`src/rtl/core/gf2_matrix_mult_accumulate_top_macros.svh`:
```
// assertion macros for the gf2 multiply-accumulate core
// clocked on clk, disabled during rst
`ifndef GF2_MATRIX_MULT_ACCUMULATE_TOP_MACROS_SVH
`define GF2_MATRIX_MULT_ACCUMULATE_TOP_MACROS_SVH

`define GF2MMA_ASSERT_IMP(label, cond, prop) \
  label: assert property (@(posedge clk) disable iff (rst) (cond) |-> (prop)) \
    else $error("gf2mma same-cycle check failed");

`define GF2MMA_ASSERT_NEXT(label, cond, prop) \
  label: assert property (@(posedge clk) disable iff (rst) (cond) |=> (prop)) \
    else $error("gf2mma next-cycle check failed");

`endif

```
`src/rtl/core/gf2mma_pkg.sv`:
```
package gf2mma_pkg;

  localparam int ROW_W = 64;
  localparam int IDX_W = 6;
  localparam int CFG_W = 7;
  localparam int CFG_IDX_W = 1;

  typedef enum logic [0:0] {
    CMD_LOAD = 1'b0,
    CMD_MUL  = 1'b1
  } cmd_t;

  typedef enum logic [CFG_IDX_W-1:0] {
    CFG_NUM_INNER = 1'b0,
    CFG_NUM_COLS  = 1'b1
  } cfg_reg_t;

  // one slot of the cell chain; data is the B row on load, the running C row on multiply
  typedef struct packed {
    logic             valid;
    cmd_t             cmd;
    logic [IDX_W-1:0] idx;
    logic [ROW_W-1:0] a;
    logic [ROW_W-1:0] data;
    logic             last;
  } item_t;

  function automatic logic [ROW_W-1:0] low_mask(input logic [CFG_W-1:0] bits);
    logic [ROW_W-1:0] m;
    m = '1;
    if (bits < CFG_W'(ROW_W)) begin
      m = ~({ROW_W{1'b1}} << bits[IDX_W-1:0]);
    end
    return m;
  endfunction

endpackage

```
`src/rtl/core/gf2mma_cell.sv`:
```
module gf2mma_cell #(
  parameter int INDEX = 0
) (
  input  logic                clk,
  input  logic                rst,
  input  logic                advance,
  input  gf2mma_pkg::item_t   prev,
  output gf2mma_pkg::item_t   item
);
  import gf2mma_pkg::*;

  logic [ROW_W-1:0] b_row;
  item_t            item_next;

  always_comb begin
    item_next = prev;
    item_next.a = prev.a >> 1;
    if (prev.cmd == CMD_MUL && prev.a[0]) begin
      item_next.data = prev.data ^ b_row;
    end
  end

  always_ff @(posedge clk) begin
    if (advance && prev.valid && prev.cmd == CMD_LOAD && prev.idx == IDX_W'(INDEX)) begin
      b_row <= prev.data;
    end
  end

  always_ff @(posedge clk) begin
    if (rst) begin
      item.valid <= 1'b0;
    end else if (advance) begin
      item.valid <= item_next.valid;
    end
    if (advance) begin
      item.cmd  <= item_next.cmd;
      item.idx  <= item_next.idx;
      item.a    <= item_next.a;
      item.data <= item_next.data;
      item.last <= item_next.last;
    end
  end

endmodule

```
`config.mk`:
```
export PLATFORM = sky130hd
export DESIGN_NAME = gf2mma_cell
export DESIGN_NICKNAME = d
export VERILOG_FILES = /design/src/rtl/core/gf2_matrix_mult_accumulate_top_macros.svh /design/src/rtl/core/gf2mma_pkg.sv /design/src/rtl/core/gf2mma_cell.sv
export SDC_FILE = /design/constraint.sdc
export NUM_CORES = 1
export LEC_CHECK = 0
export BUFFER_PORTS_ARGS = -buffer_cell sky130_fd_sc_hd__buf_2
export CAP_MARGIN = 20
export CORE_MARGIN = 1
export CORE_UTILIZATION = 35
export DETAILED_ROUTE_END_ITERATION = 6
export PLACE_DENSITY = 0.62
export SLEW_MARGIN = 5
export SYNTH_ARGS = -nofsm -noshare
export SYNTH_HDL_FRONTEND = slang
export SYNTH_SLANG_ARGS = --single-unit
```
`constraint.sdc`:
```
create_clock -name clk -period 4 [get_ports clk]
set_input_delay 0.8 -clock clk [delete_from_list [all_inputs] [get_ports clk]]
set_output_delay 0.8 -clock clk [all_outputs]
set_load 0.05 [all_outputs]
```
==> results by group, run 1 <==
Run status
  – Status: completed

Die
  – Num ports: 277
  – Area of the core: 19600 sq um
  – Die width: 144 um
  – Starting Density: 36.0%
  – Chip height: 144 um
  – Die Footprint: 20700 sq um
  – Row cnt: 51

Place
  – Dpl hpwl: 10300 um
  – Port bufs: 275
  – Gpl congestion: 0.702
  – Place WS: 1.49 ns

Global routing
  – Largest net degree at the start of global routing: 66
  – GRT Overall Usage: 14.1%
  – Vias in the first global route: 4038
  – Grt ovf: 0
  – First-pass GRT wire length: 21500 um
  – Initial antenna violation count: 2

Worst setup path
  – Worst Path Required: 4.04 ns
  – Cells along the critical path: buf_2 -> nor4_1 -> and4_4
  – WP data arrival: 2.08 ns
  – Crit path max-delay family: simple AND/OR/NAND/NOR gates
  – Slowest stage delay, CP: 0.88 ns
  – Max FO, Critical Path: 64
  – Worst path bufs/invs: 1
  – Crit Path Category: in2reg
  – Crit. End Element: register
  – CP startpoint kind: input pin
  – Slowest CP cell: and4_4

Drt
  – Drt first pass iters: 5
  – Vias per inst: 4.52
  – Antenna Violating Nets Remaining: 0
  – DRT iter0 DRCs: 198
  – Routed len/inst: 16.0 um
  – DRC viols: 0
  – Vias: 4109
  – Post-Route WL: 14600 um

Clocking
  – CTS sink count: 200
  – Clk Latency, worst-skew pair: 0.42 ns
  – Post-CTS setup buffer count: 0
  – CTS root buffer: clkbuf_16
  – CTS H-tree depth: 4
  – CTS tree: yes
  – Hold Buf Count CTS: 0
  – Total CTS buffers: 17
  – Number of gates resized after CTS: 0
  – Clock slew seen by the registers of the worst setup and hold paths: 0.07 ns
  – Max clock buf depth: 2

Synthesis
  – Post-synthesis async set-or-reset flop share: 0%
  – Post-synth EDFFs: 199
  – Post-synthesis sequential area ratio: 85.1%
  – Ys Warns: 0
  – Library cells used by synthesis: 13
  – Top_reg_cell synth: edfxtp_1
  – Synth top area cells: edfxtp_1 (85%), xnor2_1 (8.0%), nand3_1 (4.5%)
  – Syn Inst Count: 349
  – Synth Area per Inst: 20.2 sq um
  – Seq cells post-synth: 200
  – Cell area after synthesis: 7050 sq um
  – Post-synth top area share: 84.8%
  – Most frequent cell after synthesis: edfxtp_1
  – Synth top cells by count: edfxtp_1 (199), nand3_1 (64), xnor2_1 (64), buf_4 (8), buf_6 (6)
  – Synth area leader: edfxtp_1
  – Syn_nets: 489

Cells and area
  – Ratio of cells with drive above 1 in the final layout: 48.2%
  – Antenna cells: 0
  – Final core utilization: 47.2%
  – Fin nets: 772
  – P&R area growth vs syn: 31.1%
  – Filler instances: 1733

STA
  – Hold Vio Cnt, Final: 0
  – Worst slew pin tran: 0.903 ns
  – Fin. max-slew vios: 0
  – Worst Skew: 0.0112 ns
  – Setup_tns: 0 ns
  – Final setup vio count: 0
  – Max_slew headroom: 39.8%
  – Maximum clock frequency: 489 MHz
  – Tmin final: 2.04 ns
  – Final Cycle Share: 51.1%
  – Final setup margin: 1.96 ns
  – RSZ-0062 raised after global routing: no

Power
  – Power per Cell Area: 513 nW/um^2
  – Maximum vdd ir drop: 0.337 mV
  – Lkg Pwr: 0.00353 uW

Worst hold path
  – Worst min-delay path class: reg2reg

Flow run
  – Maxcap violations: 0
-- metrics by stage --
stage / hold WS, ns / power [uW] / area, sq um / cells
5_1_grt: 0.509 / 4920 / 9240 / 910
3_5_place_dp: 0.515 / 3170 / 8670 / 878
4_1_cts: 0.510 / 4810 / 9240 / 910
3_3_place_gp: 0.474 / 3160 / 8650 / 877
6_report: 0.521 / 4740 / 9240 / 910
2_1_floorplan: 0.595 / 2950 / 7050 / 349
-- cells in the final DEF (no fill, tap or decap) --
cell,n
nor4_1,1
xnor2_1,64
clkbuf_1,1
buf_12,1
conb_1,1
nand3_1,64
clkinv_8,1
clkbuf_16,17
inv_8,3
nor2_1,1
buf_2,274
clkinvlp_4,2
buf_6,1
mux2i_1,1
buf_4,3
and4_4,1
clkinv_4,5
inv_6,3
edfxtp_1,199
dfxtp_1,1
nor3_1,1
-- worst reg2reg max path, cell delays in order, from the launching register on --
cell and delay [ns]:
edfxtp_1 0.33, nand3_1 0.09, xnor2_1 0.17
-- final timing paths --
check	to	depth (start not counted)	slack [ns]	from
min reg2reg	item[136]	2	0.52	item[136]
max	b_row[59]	3	1.96	prev[135]
max reg2reg	item[63]	2	3.16	b_row[62]
min	item[136]	2	0.52	item[136]
-- cells by family after synthesis --
logic type    Yosys count  share of synthesized area, %
simple gates           68                          4.88
flops                 200                          85.1
mux                     1                         0.142
other cells             1                        0.0532
xor+xnor               64                          7.95
buf+inv                15                          1.88
-- registers in the layout, summed over array words and instances (netlist names) --
signal / count
b_row: 64
item: 136
-- power by group --
part	internal [uW]	switching (uW)
registers	2430	28.0
clock network	826	805
logic	155	502
-- cell type report --
cell class                      instances  area [sq um]  area share [%]
Clock buffer                           18           429            4.65
Clock inverter                         14           135            1.46
Multi-Input combinational cell        134           921            9.97
Sequential cell                       200          6000            64.9
Tap cell                              265           332            3.59
Timing Repair Buffer                  279          1430            15.4
-- per-layer routing --
metal	routed length, um	vias to the layer above	global-route usage [%]
met5	23	-	0
met4	185	4	5.32
met3	1160	18	4.60
met2	7520	181	24.0
met1	5680	2022	16.5
li1	-	1884	-
No activity file was read; power rests on OpenSTA's default activity.
==> run 2: changes to the inputs <==
--- a/config.mk
+++ b/config.mk
@@ -10,7 +10,7 @@
 export CORE_MARGIN = 1
 export CORE_UTILIZATION = 35
 export DETAILED_ROUTE_END_ITERATION = 6
-export PLACE_DENSITY = 0.62
+export PLACE_DENSITY = 0.64
 export SLEW_MARGIN = 5
 export SYNTH_ARGS = -nofsm -noshare
 export SYNTH_HDL_FRONTEND = slang
==> constraint.sdc (replaced) <==
create_clock -name clk -period 1.88 [get_ports clk]
set_input_delay 0.376 -clock clk [delete_from_list [all_inputs] [get_ports clk]]
set_output_delay 0.376 -clock clk [all_outputs]
set_load 0.05 [all_outputs]
==> run 2 against run 1 <==
  * Via count down 1.2%
  * Sequential share of layout area down 0.71 points
  * Combinational power up 120%
  * Routed wire length up 5.3%
  * Cell area up 1.1%
  * Register-to-register slack worse by 2.1 ns
  * Critical endpoint is now item[129]
  * Largest power group unchanged
==> results by group, run 2 (same netlist as run 1, synthesis figures left out) <==
Global routing
  – Vias in the first global route: 4104 (+1.6%)
  – Largest net degree at the start of global routing: 80 (+21%)
  – GRT Overall Usage: 15.0% (+0.88 points)
  – Initial antenna violation count: 2 (unchanged)
  – Grt ovf: 0 (unchanged)
  – First-pass GRT wire length: 22600 um (+5.0%)

Drt
  – Vias: 4060 (-1.2%)
  – Routed len/inst: 16.8 um (+4.7%)
  – Drt first pass iters: 4 (-1)
  – DRT iter0 DRCs: 168 (-15%)
  – DRC viols: 0 (unchanged)
  – Antenna Violating Nets Remaining: 0 (unchanged)
  – Post-Route WL: 15300 um (+5.3%)
  – Vias per inst: 4.44 (-1.7%)

STA
  – RSZ-0062 raised after global routing: no
  – Final Cycle Share: 76.8%
  – Final setup vio count: 0 (unchanged)
  – Fin. max-slew vios: 0 (unchanged)
  – Maximum clock frequency: 692 MHz
  – Setup_tns: 0 ns (unchanged)
  – Worst Skew: 0.00907 ns (-0.00213 ns)
  – Hold Vio Cnt, Final: 0 (unchanged)
  – Tmin final: 1.44 ns

Worst setup path
  – Cells along the critical path: buf_2
  – Crit. End Element: output port
  – Crit Path Category: reg2out
  – WP data arrival: 1.07 ns (-1.01 ns)
  – RR Startpoint: b_row[16]
  – Max FO, Critical Path: 1 (-98%)
  – Slowest stage delay, CP: 0.36 ns (-0.52 ns)
  – Worst Path Required: 1.50 ns (-2.54 ns)
  – CP startpoint: item[129]
  – Slowest CP cell: edfxtp_1
  – Crit path max-delay family: flip-flops
  – CP startpoint kind: register
  – Worst path bufs/invs: 1 (unchanged)

Clocking
  – CTS sink count: 200 (unchanged)
  – CTS tree: yes
  – Post-CTS setup buffer count: 0 (unchanged)
  – CTS root buffer: clkbuf_16
  – CTS H-tree depth: 4 (unchanged)
  – Clk Latency, worst-skew pair: 0.42 ns (about the same)
  – Number of gates resized after CTS: 0 (unchanged)
  – Max clock buf depth: 2 (unchanged)
  – Clock slew seen by the registers of the worst setup and hold paths: 0.07 ns (about the same)
  – Hold Buf Count CTS: 0 (unchanged)
  – Total CTS buffers: 17 (unchanged)

Place
  – Dpl hpwl: 11000 um (+7.4%)
  – Gpl congestion: 0.760 (+8.4%)
  – Port bufs: 275 (unchanged)

Power
  – Comb power frac: 13.9% (about the same)
  – Reg power frac: 51.1% (-0.6 points)
  – Lkg Pwr: 0.00359 uW (+1.5%)
  – NetSw: 2910 uW (+120%)
  – Maximum vdd ir drop: 0.582 mV (+73%)
  – Sw frac: 28.5% (+0.38 points)
  – Power per Cell Area: 1090 nW/um^2 (+110%)
  – Clock power share: 34.9% (+0.5 points)
  – Internal Power: 7290 uW (+110%)

Cells and area
  – Area of the multi-input gates: 921 sq um (unchanged)
  – Ratio of cells with drive above 1 in the final layout: 48.5% (+0.32 points)
  – Fin nets: 776 (+0.52%)
  – Number of flip-flops in the largest register: 136 (unchanged)
  – P&R area growth vs syn: 32.5%
  – Register area: 6000 sq um (unchanged)
  – Biggest register: item
  – Final core utilization: 47.7% (+0.52 points)
  – Most common cell after layout, fill and taps aside: buf_2
  – Highest-count cells in the layout ignoring fill and taps: buf_2 (274), edfxtp_1 (199), nand3_1 (64), xnor2_1 (64), clkbuf_16 (17)
  – Filler instances: 1743 (+0.58%)
  – Largest regs: item: 136 flops, b_row: 64 flops

Flow run
  – Maxcap violations: 0 (unchanged)

Die
  – Starting Density: 36.0% (unchanged)
  – Row cnt: 51 (unchanged)
  – Die width: 144 um (unchanged)
  – Area of the core: 19600 sq um (unchanged)
  – Num ports: 277 (unchanged)
  – Chip height: 144 um (unchanged)
  – Die Footprint: 20700 sq um (unchanged)

Worst hold path
  – HP Start: rst
  – Worst min-delay path class: in2reg

Run status
  – Status: completed
-- run 2: cell count changes in the layout (fill, tap and decap cells not counted) --
| cell | change |
|---|---|
| clkinv_8 | +2 |
| clkinvlp_4 | -2 |
| inv_8 | +1 |
| diode_2 | +1 |
| buf_12 | +4 |
| clkinv_4 | -1 |
-- run 2: final timing paths --
| path | endpoint | slack [ns] | depth (start not counted) |
|---|---|---|---|
| worst min-delay path | item[136] | 0.10 | 2 |
| worst max-delay path | item[129] | 0.44 | 1 |
| worst min register to register | item[136] | 0.53 | 2 |
| worst max register to register | item[17] | 1.04 | 2 |
-- run 2: layout make-up --
cell class	count	area share, %
Clock buffer	18	4.59
Antenna cell	1	0.0268
Multi-Input combinational cell	134	9.86
Tap cell	265	3.55
Sequential cell	200	64.2
Timing Repair Buffer	283	16.1
Clock inverter	14	1.66
-- run 2: power groups by stage --
stage | Combinational, uW | Clock (uW) | Sequential [uW]
2_1_floorplan | 171 | 0 | 6100
3_3_place_gp | 1420 | 0 | 5320
3_5_place_dp | 1440 | 0 | 5320
4_1_cts | 1440 | 3670 | 5220
5_1_grt | 1500 | 3810 | 5240
6_report | 1420 | 3560 | 5210
-- run 2: through the flow --
stage	power [uW]	instances	cell area (sq um)	hold slack [ns]	setup slack (ns)
2_1_floorplan	6270	349	7050	0.448	0.0625
4_1_cts	10300	914	9340	0.0821	0.396
5_1_grt	10500	914	9340	0.0908	0.379
3_5_place_dp	6760	882	8750	0.523	0.200
6_report	10200	915	9340	0.104	0.436
3_3_place_gp	6730	882	8750	0.486	0.203
-- run 2: metal layers --
metal / part of all wire, % / global-route usage [%] / vias to the layer above
met1: 38 / 16.9 / 1952
met2: 52 / 26.3 / 185
met5: 0.052 / 0 / -
met3: 8.2 / 4.83 / 21
met4: 1.3 / 5.60 / 2
li1: - / - / 1900
